--- config.mk ---
export PLATFORM = sky130hd
export DESIGN_NAME = quad_primitive_emitter_top
export DESIGN_NICKNAME = d
export VERILOG_FILES = /design/src/rtl/qpe_pkg.sv /design/src/rtl/quad_primitive_emitter_top.sv
export SDC_FILE = /design/constraint.sdc
export NUM_CORES = 2
export LEC_CHECK = 0
export BUFFER_PORTS_ARGS = -buffer_cell sky130_fd_sc_hd__buf_2
export CAP_MARGIN = 10
export CORE_MARGIN = 3
export CORE_UTILIZATION = 55
export CTS_CLUSTER_SIZE = 30
export DETAILED_ROUTE_END_ITERATION = 8
export PLACE_DENSITY = 0.78
export SYNTH_ARGS = -nofsm -noshare
export SYNTH_HDL_FRONTEND = slang
export SYNTH_SLANG_ARGS = --single-unit
export TNS_END_PERCENT = 100
--- constraint.sdc ---
create_clock -name clk -period 12.1 [get_ports clk]
set_input_delay 1.21 -clock clk [delete_from_list [all_inputs] [get_ports clk]]
set_output_delay 1.21 -clock clk [all_outputs]
set_load 0.02 [all_outputs]
--- src/rtl/qpe_pkg.sv ---
package qpe_pkg;

  localparam int INDEX_WIDTH = 16;
  localparam int INDEX_OUT_W = 16;

  localparam int IN_TDATA_W  = 176;
  localparam int OUT_TDATA_W = 112;

  localparam int SQRT_STEPS = 31;
  localparam int DIV_STEPS  = 16;
  localparam int CNT_W      = 5;

  localparam logic [15:0] DIR_ONE   = 16'd16384;
  localparam logic [31:0] OFF_ROUND = 32'd8192;

  localparam logic [3:0] SLOT_V0   = 4'd0;
  localparam logic [3:0] SLOT_V1   = 4'd1;
  localparam logic [3:0] SLOT_V2   = 4'd2;
  localparam logic [3:0] SLOT_V3   = 4'd3;
  localparam logic [3:0] SLOT_IDX0 = 4'd4;
  localparam logic [3:0] SLOT_LAST = 4'd9;

  localparam logic MODE_LINE = 1'b0;
  localparam logic MODE_RECT = 1'b1;

  typedef enum logic [3:0] {
    ST_IDLE,
    ST_DIFF,
    ST_SQX,
    ST_SQY,
    ST_SQRT,
    ST_DSET,
    ST_DIV,
    ST_SCX,
    ST_SCY,
    ST_EMIT
  } state_t;

  typedef struct packed {
    logic in_ready;
    logic out_valid;
  } hs_ctrl_t;

  function automatic logic [1:0] idx_offset(input logic [3:0] slot);
    logic [1:0] o;
    unique case (slot)
      4'd4:    o = 2'd0;
      4'd5:    o = 2'd1;
      4'd6:    o = 2'd2;
      4'd7:    o = 2'd2;
      4'd8:    o = 2'd3;
      default: o = 2'd0;
    endcase
    return o;
  endfunction

  function automatic logic signed [15:0] sat16(input logic signed [17:0] v);
    logic signed [15:0] s;
    if (v > 18'sd32767) begin
      s = 16'sh7FFF;
    end else if (v < -18'sd32768) begin
      s = 16'sh8000;
    end else begin
      s = v[15:0];
    end
    return s;
  endfunction

endpackage

--- src/rtl/quad_primitive_emitter_top.sv ---
// Channel   Dir  tdata fields / tuser / tlast
// in_*      in   start_x..tex1_v (176 bits) / mode / -
// out_*     out  pos_x..index_value (112 bits) / is_index / last
// A rectangle goes from acceptance straight to its ten words.
// For a line, one shared subtractor runs the 31-step square root
// and then two 16-step divides, and one shared 16x16 multiplier forms the
// squares and the offsets. Ten words follow at one a cycle when out_tready is high.
// Reset is synchronous and active low; it clears the sequencer and the vertex base.
// A stall on the output holds the word; no input is taken until the tenth word leaves.
module quad_primitive_emitter_top import qpe_pkg::*; (
  input  logic                   clk,
  input  logic                   rst_n,
  input  logic                   in_tvalid,
  output logic                   in_tready,
  // start_x, start_y, end_x, end_y, rgba, half_width, tex0_u, tex0_v, tex1_u,
  // tex1_v, then four zero bits
  input  logic [IN_TDATA_W-1:0]  in_tdata,
  // mode
  input  logic                   in_tuser,
  output logic                   out_tvalid,
  input  logic                   out_tready,
  // pos_x, pos_y, tex_u, tex_v, vertex_rgba, index_value
  output logic [OUT_TDATA_W-1:0] out_tdata,
  // is_index
  output logic                   out_tuser,
  output logic                   out_tlast
);

  state_t state_r, state_nxt;
  logic [CNT_W-1:0] cnt_r, cnt_nxt;
  logic [INDEX_WIDTH-1:0] base_r, base_nxt;
  logic axis_r, axis_nxt;
  hs_ctrl_t hs;

  logic               mode_r;
  logic signed [15:0] x0_r, y0_r, x1_r, y1_r;
  logic [31:0]        rgba_r;
  logic [11:0]        hw_r;
  logic [15:0]        u0_r, v0_r, u1_r, v1_r;

  logic [15:0] mag_x_r, mag_y_r;
  logic        neg_x_r, neg_y_r;
  logic [33:0] sq_n_r;
  logic [31:0] len_r;
  logic [31:0] rem_r;
  logic [30:0] root_r;
  logic [15:0] lo_r;
  logic [14:0] dmx_r, dmy_r;
  logic [11:0] ox_mag_r, oy_mag_r;
  logic        ox_neg_r, oy_neg_r;

  logic in_acc, out_acc;
  assign in_acc  = in_tvalid && hs.in_ready;
  assign out_acc = hs.out_valid && out_tready;

  // Shared subtractor for the root and divide steps.
  logic [33:0] op_a, op_b;
  logic [34:0] diff;
  logic        ge;

  always_comb begin
    if (state_r == ST_SQRT) begin
      op_a = {rem_r, sq_n_r[33:32]};
      op_b = {1'b0, root_r, 2'b01};
    end else begin
      op_a = {2'b00, rem_r[30:0], lo_r[15]};
      op_b = {3'b000, root_r};
    end
    diff = {1'b0, op_a} - {1'b0, op_b};
    ge   = !diff[34];
  end

  // Shared multiplier.
  logic [15:0] mul_a, mul_b;
  logic [31:0] prod;
  logic [31:0] prod_rnd;

  always_comb begin
    unique case (state_r)
      ST_SQX:  begin mul_a = mag_x_r;        mul_b = mag_x_r;        end
      ST_SQY:  begin mul_a = mag_y_r;        mul_b = mag_y_r;        end
      ST_SCX:  begin mul_a = {1'b0, dmy_r};  mul_b = {4'd0, hw_r};   end
      default: begin mul_a = {1'b0, dmx_r};  mul_b = {4'd0, hw_r};   end
    endcase
    prod     = mul_a * mul_b;
    prod_rnd = prod + OFF_ROUND;
  end

  logic signed [16:0] dx, dy;
  assign dx = 17'(x1_r) - 17'(x0_r);
  assign dy = 17'(y1_r) - 17'(y0_r);

  logic [44:0] num;
  logic [15:0] qt;
  logic [14:0] dir_mag;

  always_comb begin
    num = {(axis_r ? mag_y_r : mag_x_r), 29'd0} >> 1;
    num = num + 45'(root_r[30:1]);
    qt  = {lo_r[14:0], ge};
    if (root_r == '0) begin
      dir_mag = '0;
    end else if (qt > DIR_ONE) begin
      dir_mag = 15'(DIR_ONE);
    end else begin
      dir_mag = qt[14:0];
    end
  end

  always_comb begin
    state_nxt = state_r;
    unique case (state_r)
      ST_IDLE: begin
        if (in_acc) begin
          state_nxt = (in_tuser == MODE_RECT) ? ST_EMIT : ST_DIFF;
        end
      end
      ST_DIFF: state_nxt = ST_SQX;
      ST_SQX:  state_nxt = ST_SQY;
      ST_SQY:  state_nxt = ST_SQRT;
      ST_SQRT: begin
        if (cnt_r == CNT_W'(SQRT_STEPS - 1)) begin
          state_nxt = ST_DSET;
        end
      end
      ST_DSET: state_nxt = ST_DIV;
      ST_DIV: begin
        if (cnt_r == CNT_W'(DIV_STEPS - 1)) begin
          state_nxt = axis_r ? ST_SCX : ST_DSET;
        end
      end
      ST_SCX:  state_nxt = ST_SCY;
      ST_SCY:  state_nxt = ST_EMIT;
      ST_EMIT: begin
        if (out_acc && cnt_r[3:0] == SLOT_LAST) begin
          state_nxt = ST_IDLE;
        end
      end
      default: state_nxt = ST_IDLE;
    endcase
  end

  always_comb begin
    hs.in_ready  = (state_r == ST_IDLE);
    hs.out_valid = (state_r == ST_EMIT);
  end

  always_comb begin
    if (state_nxt != state_r) begin
      cnt_nxt = '0;
    end else if (state_r == ST_EMIT) begin
      cnt_nxt = out_acc ? cnt_r + 1'b1 : cnt_r;
    end else begin
      cnt_nxt = cnt_r + 1'b1;
    end
    axis_nxt = axis_r;
    if (state_r == ST_SQRT) begin
      axis_nxt = 1'b0;
    end else if (state_r == ST_DIV && state_nxt != state_r) begin
      axis_nxt = 1'b1;
    end
    base_nxt = base_r;
    if (out_acc && cnt_r[3:0] == SLOT_LAST) begin
      base_nxt = base_r + INDEX_WIDTH'(4);
    end
  end

  always_ff @(posedge clk) begin
    if (!rst_n) begin
      state_r <= ST_IDLE;
      cnt_r   <= '0;
      base_r  <= '0;
      axis_r  <= 1'b0;
    end else begin
      state_r <= state_nxt;
      cnt_r   <= cnt_nxt;
      base_r  <= base_nxt;
      axis_r  <= axis_nxt;
    end
  end

  always_ff @(posedge clk) begin
    unique case (state_r)
      ST_IDLE: begin
        if (in_acc) begin
          mode_r <= in_tuser;
          x0_r   <= in_tdata[15:0];
          y0_r   <= in_tdata[31:16];
          x1_r   <= in_tdata[47:32];
          y1_r   <= in_tdata[63:48];
          rgba_r <= in_tdata[95:64];
          hw_r   <= in_tdata[107:96];
          u0_r   <= in_tdata[123:108];
          v0_r   <= in_tdata[139:124];
          u1_r   <= in_tdata[155:140];
          v1_r   <= in_tdata[171:156];
        end
      end
      ST_DIFF: begin
        neg_x_r <= dx[16];
        neg_y_r <= dy[16];
        mag_x_r <= dx[16] ? 16'(-dx) : dx[15:0];
        mag_y_r <= dy[16] ? 16'(-dy) : dy[15:0];
      end
      ST_SQX: begin
        len_r <= prod;
      end
      ST_SQY: begin
        sq_n_r <= 34'(len_r) + 34'(prod);
        rem_r  <= '0;
        root_r <= '0;
      end
      ST_SQRT: begin
        sq_n_r <= {sq_n_r[31:0], 2'b00};
        rem_r  <= ge ? diff[31:0] : op_a[31:0];
        root_r <= {root_r[29:0], ge};
      end
      ST_DSET: begin
        rem_r <= 32'(num[44:16]);
        lo_r  <= num[15:0];
      end
      ST_DIV: begin
        rem_r <= ge ? diff[31:0] : op_a[31:0];
        lo_r  <= qt;
        if (cnt_r == CNT_W'(DIV_STEPS - 1)) begin
          if (axis_r) begin
            dmy_r <= dir_mag;
          end else begin
            dmx_r <= dir_mag;
          end
        end
      end
      ST_SCX: begin
        ox_mag_r <= prod_rnd[25:14];
        ox_neg_r <= neg_y_r;
      end
      ST_SCY: begin
        oy_mag_r <= prod_rnd[25:14];
        oy_neg_r <= !neg_x_r;
      end
      default: begin
      end
    endcase
  end

  // Word assembly from the held primitive and the slot counter.
  logic [3:0]         slot;
  logic               is_idx;
  logic               corner_a, top_row, off_sub;
  logic signed [15:0] x_sel, y_sel;
  logic signed [12:0] offx, offy;
  logic signed [17:0] sum_x, sum_y;
  logic [15:0]        tu, tv;
  logic [INDEX_WIDTH-1:0] idx_full;
  logic [INDEX_OUT_W-1:0] idx_val;

  always_comb begin
    slot     = cnt_r[3:0];
    is_idx   = (slot >= SLOT_IDX0);
    corner_a = (slot == SLOT_V0) || (slot == SLOT_V3);
    top_row  = (slot == SLOT_V0) || (slot == SLOT_V1);
    off_sub  = top_row;
    x_sel    = corner_a ? x0_r : x1_r;
    if (mode_r == MODE_RECT) begin
      y_sel = top_row ? y0_r : y1_r;
      offx  = '0;
      offy  = '0;
      tu    = corner_a ? u0_r : u1_r;
      tv    = top_row ? v0_r : v1_r;
    end else begin
      y_sel = corner_a ? y0_r : y1_r;
      offx  = (ox_neg_r ^ off_sub) ? -$signed({1'b0, ox_mag_r}) : $signed({1'b0, ox_mag_r});
      offy  = (oy_neg_r ^ off_sub) ? -$signed({1'b0, oy_mag_r}) : $signed({1'b0, oy_mag_r});
      tu    = '0;
      tv    = '0;
    end
    sum_x    = 18'(x_sel) + 18'(offx);
    sum_y    = 18'(y_sel) + 18'(offy);
    idx_full = base_r + INDEX_WIDTH'(idx_offset(slot));
    idx_val  = INDEX_OUT_W'(idx_full);
  end

  assign in_tready  = hs.in_ready;
  assign out_tvalid = hs.out_valid;
  assign out_tuser  = is_idx;
  assign out_tlast  = (slot == SLOT_LAST);
  assign out_tdata  = is_idx ? {idx_val, 96'd0}
                             : {16'd0, rgba_r, tv, tu, sat16(sum_y), sat16(sum_x)};

endmodule

==> impl_metrics.ini <==
[clock_tree]
clockRootBuffer = clkbuf_16
ctsResizeCount = 0
clk_transition_reported_paths_ns = 0.06
postCtsSetupBuffers = 0
cts_num_sinks = 432
clk_latency_ns = 0.61
cts_max_level = 2
cts-hold-fix-buffers = 0
ctsLongestPathBuffers = 3
cts_tree = built
clock_buffers_created_by_tritoncts = 48

[sta]
finalSetupViolCount = 0
min_period_ns = 10.63
post-route-period-util_pct = 87.8
total_negative_slack_for_setup_checks_ns = 0
fmaxAchievable_mhz = 94.1
timing_max_transition_violations_final = 0
tightest_slew_ns = 1.19
final-hold-violation-count = 0
max_slew_margin_pct = 20.4
clock_skew_ns = 0.0489
rsz_0062_raised_after_global_routing = false

[yosys]
synth_edf_count = 408
synth_cells = 3469
synth_flop_cell = edfxtp_1
syn-num-nets = 4099
ys.warnings.count = 0
synth-seq-area-share_pct = 37.4
postSynthRegisterBits = 432
yosysTopAreaCellShare_pct = 36.0
synth_async_sr_flop_share_pct = 0
yosys.area.top_type = edfxtp_1
synth_cell_type_count = 88
ys_top_cells_by_area = edfxtp_1 (36%), fa_1 (12%), ha_1 (9.1%)
syn_avg_cell_area_um2 = 9.82
syn-cell-area_mm2 = 0.0341

[route]
totalWireLength_mm = 85.9
detail_route.wl_per_cell_um = 18.9
antenna_left = 0
drt_pass1_iterations = 6
detail_route.drc_violations = 0
drt-vias-per-instance = 5.85
vias = 26700
detailedRoute.firstIterationViolations = 2120

[layout]
area.growth.synth_to_final_pct = 11.4
multi_input_gate_area_mm2 = 0.0196
drive_above_1_share_pct = 13.6
layout.core_utilization_pct = 62.4
number_of_fill_cells = 4978
seqCellArea_mm2 = 0.0127
layout.nets = 4366

[floorplanning]
ioPinCount = 297
floorplan.rows = 90
initial_core_util_pct = 56.0
area_inside_the_core_boundary_mm2 = 0.0608
dieHeight_um = 255
die_width_um = 255
dieArea_mm2 = 0.0650

[global_routing]
grt_start_max_net_pins = 73
antenna_found_initial = 2
number_of_global_route_vias_before_repair = 26300
global_route_wire_length_before_repair_mm = 137
global_route_total_overflow = 0
grt_util_all_layers_pct = 26.4

[worst_setup_path]
end_kind = flop
worst-endpoint-arrival_ns = 10.92
cp-startpoint = state_r[0]
path_class = flop to flop
worst_path_max_delay_cell = nor3_2
required_ns = 12.39
critPathMaxStageDelay_ns = 0.79
timing.critical_path.fanout_max = 16
cp-start-kind = flop
worst_path_most_repeated_cell = fa_1
worstReg2RegStart = state_r[0]

[hold_path]
min-delay-path-class = flop to flop
hold_start = neg_y_r

[outcome]
run_status = finished clean

[placement]
gpl.final_weighted_congestion = 0.948
buffer_ports.inserted = 292
dp_hpwl_mm = 65.9

[run]
drv.max_cap_violation_count = 0
## metrics by stage
step	hold WS (ns)	setup WS (ns)	cells	instance area, um2
floorplan	0.400	2.39	3469	34100
global placement	0.405	1.91	4467	36400
detailed placement	0.411	1.81	4467	36400
CTS	0.426	1.76	4555	38000
global route	0.441	0.819	4556	38000
finish	0.424	1.47	4559	38000
## sequential cells by signal, summed over array words and instances (netlist names), 12 cells and up
register / flops
len_r: 32
mag_x_r: 16
hw_r: 12
u1_r: 16
sq_n_r: 34
lo_r: 16
oy_mag_r: 12
v0_r: 16
base_r: 14
dmy_r: 15
mag_y_r: 16
rem_r: 32
dmx_r: 15
v1_r: 16
x0_r: 16
x1_r: 16
y1_r: 16
root_r: 31
y0_r: 16
rgba_r: 32
ox_mag_r: 12
u0_r: 16
## logic make-up after synthesis
| group | Yosys count | synth area share [%] |
|---|---|---|
| adders and majority gates | 449 | 20.9 |
| AOI/OAI and AO/OA | 713 | 13.6 |
| buffers and inverters | 463 | 5.14 |
| DFF | 432 | 37.4 |
| muxes | 75 | 2.39 |
| and+or+nand+nor | 1131 | 15.3 |
| xor gates and xnor gates | 206 | 5.30 |
## area by class of cell
cell class / count / area share, %
well taps: 782 / 2.58
flip-flops and latches: 432 / 33.5
inverters: 340 / 3.36
clock inverters: 34 / 0.699
diodes: 3 / 0.0198
repair buffers: 340 / 4.79
clock buffers: 54 / 3.28
multi-input cells: 2574 / 51.7
## layer usage
| metal | part of all wire (%) | GRT usage (%) |
|---|---|---|
| met4 | 2.8 | 7.93 |
| met3 | 9.0 | 6.15 |
| met2 | 48 | 44.7 |
| met1 | 40 | 34.0 |
| met5 | 0 | 0 |
## synthesized netlist by cell type, types with 29 or more instances
library cell,count
fa_1,201
edfxtp_1,408
nand2b_1,35
a21oi_1,243
xnor2_1,120
and2_1,110
nor2_1,292
a211oi_1,29
nor3_1,52
clkbuf_1,110
mux2_2,51
nand2_1,427
inv_1,338
o21ai_0,116
a21o_1,89
nand3_1,58
ha_1,248
xor2_1,86
## critical path, delay by kind of cell, from the launching register on
kind                     cells  cell delay, ns
AND/OR/NAND/NOR             11            4.11
adder cells (fa/ha/maj)      8            3.71
AO/OA/AOI/OAI                7            1.47
flip-flops                   1            0.71
buffers and inverters        3            0.17
XOR/XNOR                     1            0.14
## cells in the final DEF, fill, tap and decap left out, types with 13 or more instances in the layout
master / instances
xor2_1: 86
o21bai_1: 13
nor4_1: 15
ha_1: 248
dfxtp_1: 24
a31oi_1: 24
clkinv_1: 13
a211oi_1: 28
inv_1: 338
and2_1: 109
nor3_1: 48
a221oi_1: 17
o31ai_1: 17
edfxtp_1: 408
fa_1: 201
mux2_2: 51
nand4_1: 19
and3_1: 26
or2_2: 15
nor2_1: 289
o211ai_1: 27
buf_2: 292
clkbuf_16: 49
xnor2_1: 120
nand2_1: 427
a221o_1: 19
mux2i_1: 24
a21oi_1: 240
nand2b_1: 35
nand3_1: 58
or3_1: 20
nor2b_1: 24
a21o_1: 89
o21ai_0: 116
o21a_1: 22
buf_4: 47
## path summary, 6_finish.rpt
check | to | slack, ns | cells after the start
max | sq_n_r[30] | 1.47 | 30
min | ox_neg_r | 0.42 | 0
max reg2reg | sq_n_r[30] | 1.47 | 30
min reg2reg | ox_neg_r | 0.42 | 0
Power is left out: the tool's default activity adds up to more than one toggle a clock period on the data nets, which glitch-free logic cannot reach.
